**src/xtnp_pkg.sv**
```systemverilog
`timescale 1ns / 1ps
`default_nettype none

package xtnp_pkg;

  // Payload field widths
  localparam int VALUE_W = 32;
  localparam int POS_W   = 10;
  localparam int SPAN_W  = 11;

  // Default sizing
  localparam int DEF_MAX_ITEMS  = 1024;
  localparam int DEF_VALUE_BITS = 32;

  // Per-cell control, broadcast along the chain
  typedef struct packed {
    logic insert;   // shift a new value in at the head
    logic rotate;   // circulate the occupied ring by one cell
    logic clear;    // drop the tail marker (start of a new case)
  } xtnp_cell_ctl_t;

endpackage

`default_nettype wire

```
**src/xtnp_cell.sv**
```systemverilog
`timescale 1ns / 1ps
`default_nettype none

module xtnp_cell import xtnp_pkg::*; #(
  parameter int VW = VALUE_W
) (
  input  logic           clk,
  input  logic           rst_n,
  input  xtnp_cell_ctl_t ctl,
  input  logic [VW-1:0]  prev_value,
  input  logic           prev_tail,
  input  logic [VW-1:0]  next_value,
  input  logic [VW-1:0]  head_value,
  output logic [VW-1:0]  value_o,
  output logic           tail_o
);

  logic [VW-1:0] value_r, value_nxt;
  logic          tail_r, tail_nxt;

  always_comb begin
    value_nxt = value_r;
    tail_nxt  = tail_r;
    if (ctl.insert) begin
      value_nxt = prev_value;
      tail_nxt  = prev_tail & ~ctl.clear;
    end else if (ctl.rotate) begin
      // the tail cell closes the ring back to the head
      value_nxt = tail_r ? head_value : next_value;
    end
  end

  always_ff @(posedge clk) begin
    if (!rst_n) begin
      tail_r <= 1'b0;
    end else begin
      tail_r <= tail_nxt;
    end
  end

  always_ff @(posedge clk) begin
    value_r <= value_nxt;
  end

  assign value_o = value_r;
  assign tail_o  = tail_r;

endmodule

`default_nettype wire

```
**config.mk**
```make
export PLATFORM = sky130hd
export DESIGN_NAME = xtnp_cell
export DESIGN_NICKNAME = d
export VERILOG_FILES = /design/src/xtnp_pkg.sv /design/src/xtnp_cell.sv
export SDC_FILE = /design/constraint.sdc
export NUM_CORES = 1
export LEC_CHECK = 0
export BUFFER_PORTS_ARGS = -buffer_cell sky130_fd_sc_hd__buf_2
export CAP_MARGIN = 30
export CORE_ASPECT_RATIO = 2
export CORE_MARGIN = 2
export CORE_UTILIZATION = 35
export DETAILED_ROUTE_END_ITERATION = 8
export PLACE_DENSITY_LB_ADDON = 0.25
export SETUP_SLACK_MARGIN = 0.02
export SLEW_MARGIN = 20
export SYNTH_ARGS = -nofsm -noshare
export SYNTH_HDL_FRONTEND = slang
export SYNTH_SLANG_ARGS = --single-unit
```
**constraint.sdc**
```tcl
create_clock -name clk -period 1.17 [get_ports clk]
set_input_delay 0.234 -clock clk [delete_from_list [all_inputs] [get_ports clk]]
set_output_delay 0.234 -clock clk [all_outputs]
set_load 0.05 [all_outputs]
```
; Yosys cells after proc, flatten, opt, wreduce, memory -nomap -nowiden
; Index checks and enable logic that the tools add are counted.
; W data, S select, Z words.
[op_classes]
n_mux = 3
bitwise_logic = 2
reduce_logical = 1
[op_table]
columns = op, count
row1 = $mux W32, 3
row2 = $reduce_bool A2 Y1, 1
row3 = $and A1 B1 Y1, 1
row4 = $not A1 Y1, 1
[word_totals]
ff_bits = 33
word_cells = 8

; Depth between registers and ports, before layout
[logic_depth]
ltp_word = 3
ltp_mapped = 4
ltp_nobuf = 2

; Worst setup path before layout
; No wires, ideal clock.
[synth_timing]
kind = flip-flop to flip-flop
start = reg tail_r, in the netlist tail_o
end = reg value_r[10], in the netlist value_o[10], data pin
arrival_time_ps = 1210
t_required_ps = 904
path_slack_ps = -306
stages_incl_launch_ff = 5
period_less_slack_ps = 1476
cell_sequence = dfxtp_1 buf_6 buf_12 mux2i_1 o21ai_1
[synth_between]
elab_chain_cells = 3
[synth_lines]
columns = element, line_no
row1 = "start, declared", xtnp_cell.sv:19  ; logic tail_r, tail_nxt;
row2 = "start signal, assigned", xtnp_cell.sv:37  ; tail_r <= tail_nxt;
row3 = $mux W32, xtnp_cell.sv:29  ; value_nxt = tail_r ? head_value : next_value;
row4 = $mux W32, xtnp_cell.sv:27  ; end else if (ctl.rotate) begin
row5 = $mux W32, xtnp_cell.sv:24  ; if (ctl.insert) begin
row6 = named net value_nxt[10], xtnp_cell.sv:18  ; logic [VW-1:0] value_r, value_nxt;
row7 = "end signal, assigned", xtnp_cell.sv:42  ; value_r <= value_nxt;
row8 = "end, declared", xtnp_cell.sv:18
; The timed path passes the listed nets, and every way through them passes these cells. The select of a mux whose other input is x is not followed.
; A chain may end at the register's enable or synchronous reset.

; Worst setup path after layout
[layout_timing]
start = reg tail_r, in the netlist tail_o
end = out tail_o
[layout_rtl]
columns = element, line_no
row1 = "end, declared", xtnp_cell.sv:15  ; output logic tail_o
; No word-level cell between the ends.

==> flow_metrics.py <==
metrics = {
    "setup_path": {
        "cp-end-kind": "primary output",
        "crit_type": "reg -> out",
        "critPathArrivalTime_ps": 920,
        "worstSetupStartpointType": "flip-flop",
        "cp_top_family": "flip-flops",
        "crit_start": "tail_o",
        "worst_ep_required_time_ps": 940,
        "path_depth": 2,
        "r2r_cells": 4,
        "reg2reg_from": "tail_o",
        "worstPathMaxFanout": 5,
        "path_cells": "buf_12 -> buf_12",
        "cpMostUsedCell": "buf_12",
        "r2r_setup_slack_ps": 30,
        "critPathMaxStageDelay_ps": 370,
        "crit_buf_inv": 2,
        "regToRegEndpoint": "value_o[31]",
        "critPathSlowestCell": "dfxtp_4",
    },
    "clock_network": {
        "clk_pin_slew_ps": 60,
        "cts_buffers": 5,
        "cts_max_level": 2,
        "root_buffer": "clkbuf_8",
        "clock_latency_ps": 270,
        "ctsHoldBuffers": 0,
        "ctsLongestPathBuffers": 2,
        "cts_sinks": 33,
        "tritoncts": "yes",
    },
    "sta": {
        "fin_crit_ps": 1160,
        "max_freq_mhz": 866,
        "finalMaxSlewViolations": 0,
        "setup_viol": 0,
        "relSlewSlack_pct": 70.7,
        "setup_slack_ps": 14.7,
        "worst_pin_slew_ps": 439,
        "period_share_pct": 98.7,
        "hold_violations": 0,
        "fin_skew_ps": 2.69,
        "fin_tns_setup_ps": 0,
        "rsz0062_at_grt": "true",
    },
    "route": {
        "drt_iter0_markers": 20,
        "routed_via_density": 4.51,
        "wl_mm": 3.84,
        "num_vias": 1537,
        "first_pass_iters": 4,
        "drc": 0,
        "antenna_left": 0,
        "wl_per_cell_um": 11.3,
    },
    "worst_hold_path": {
        "worstHoldPathType": "in -> reg",
        "worstHoldStart": "rst_n",
        "hold_depth": 2,
        "worstHoldEndpoint": "tail_o",
    },
    "grt": {
        "grt_max_degree": 37,
        "grt.overflow.total": 0,
        "grt.total_usage_pct": 14.3,
        "grt_pass1_wl_mm": 5.76,
        "grt_pass1_vias": 1403,
        "grt_antenna_before_repair": 0,
    },
    "run": {
        "drv_cap": 0,
    },
    "yosys": {
        "ys_warn_count": 0,
        "syn_inst": 144,
        "avgSynthCellArea_um2": 11.9,
        "syn_nets": 246,
        "synth.cell_area_mm2": 0.00171,
        "seq_area_frac_synth_pct": 57.2,
        "synth-seq-cells": 33,
        "ys_types": 15,
    },
    "die": {
        "core_area_mm2": 0.00477,
        "rows": 36,
        "die_h_um": 103,
        "die_area_mm2": 0.00551,
        "die_x_um": 53.5,
        "num_io_pins": 135,
        "start_util_pct": 35.9,
    },
    "power_and_ir_drop": {
        "clockPowerShare_pct": 25.0,
        "p_comb_share_pct": 28.4,
        "netSwitchingPower_uw": 971,
        "power_mw": 3.11,
        "swShare_pct": 31.2,
        "powerDensity_mw_per_mm2": 1210,
        "vdd_drop_max_uv": 942,
        "p_leak_nw": 1.17,
        "intPower_mw": 2.14,
        "pwr-share-seq_pct": 46.6,
    },
    "place": {
        "post-place-ws_ps": -0.762,
        "place_congestion": 0.751,
        "hpwl_mm": 3.04,
        "io_buffers": 134,
    },
    "final_layout": {
        "nets": 385,
        "syn2layout_area_growth_pct": 50.1,
        "drive_gt1_share_pct": 53.2,
        "post-route-util_pct": 53.9,
        "antenna_cells": 0,
    },
    "run_status": {
        "status": "complete, no violations",
    },
}
## through the flow
step | instances | hold WS, ps | cell area, µm²
6_report | 341 | 215 | 2570
5_1_grt | 341 | 219 | 2570
4_1_cts | 341 | 193 | 2560
3_5_place_dp | 329 | 491 | 2420
3_3_place_gp | 329 | 499 | 2420
2_1_floorplan | 144 | 377 | 1720
## logic make-up (layout without fill, tap and decap cells)
logic type             Yosys count  in the layout  share of synthesized area, %
AO/OA/AOI/OAI                   33             33                          9.78
buffers and inverters           11            151                          6.13
flip-flops                      33             33                          57.2
multiplexers                    32             32                          18.7
AND/OR/NAND/NOR                 35             35                          8.18
## worst max-delay path by stage
stage	endpoint
after floorplan	value_o[10]
after global placement	value_o[9]
after detailed placement	value_o[12]
after CTS	tail_o
after global routing	value_o[31]
final	tail_o
## synth_stat cells
library cell	instances	area, µm²
edfxtp_1	32	961
mux2i_1	32	320
nand2_1	32	120
o21ai_1	30	150
buf_12	3	60.1
buf_2	3	15.0
clkbuf_1	3	11.3
o21ai_0	2	10.0
a21boi_0	1	7.51
buf_4	1	7.51
buf_6	1	11.3
dfxtp_1	1	20.0
nand2b_1	1	6.26
nand3b_1	1	7.51
or2_2	1	6.26
## cell type report
type | count | area, µm²
clock buffers | 7 | 76.3
clock inverters | 1 | 3.75
fillers | 464 | 2200
multi-input cells | 100 | 634
flip-flops and latches | 33 | 985
well taps | 57 | 71.3
repair buffers | 143 | 803
## power by group through the flow
stage / sequential [mW] / combinational, mW / clock [mW]
after global placement: 1.47 / 0.857 / 0
after global routing: 1.46 / 0.949 / 0.876
after detailed placement: 1.48 / 0.866 / 0
after CTS: 1.45 / 0.883 / 0.814
after floorplan: 1.86 / 0.203 / 0
final: 1.45 / 0.883 / 0.777
## placed cells by master, fill, tap and decap left out
cell      count
a21boi_0      1
buf_12        4
buf_2       131
buf_4         6
buf_6         2
clkbuf_1      2
clkbuf_8      5
clkinv_1      1
dfxtp_4       1
edfxtp_1     32
mux2i_1      31
mux2i_2       1
nand2_1      32
nand2b_1      1
nand3b_1      1
o21ai_0       1
o21ai_1      31
or2_4         1
## per-layer routing
layer  track usage [%]  part of all wire, %  up-vias
met5                 0                    0        -
met1              16.2                   37      636
li1                  -                    -      797
met3              5.65                   14        6
met4              6.51                  1.9        0
met2              23.0                   46       98
## state kept, by name (all words and copies together), names as in the netlist
register  flops
tail_o        1
value_o      32
## timing repair
item / CTS / global route
pin swaps: 0 / 1
endpoints found under the setup margin: 5 / 19
setup buffers: 4 / 0
resized for setup: 4 / 8
Power figures use the tool's default switching activity.
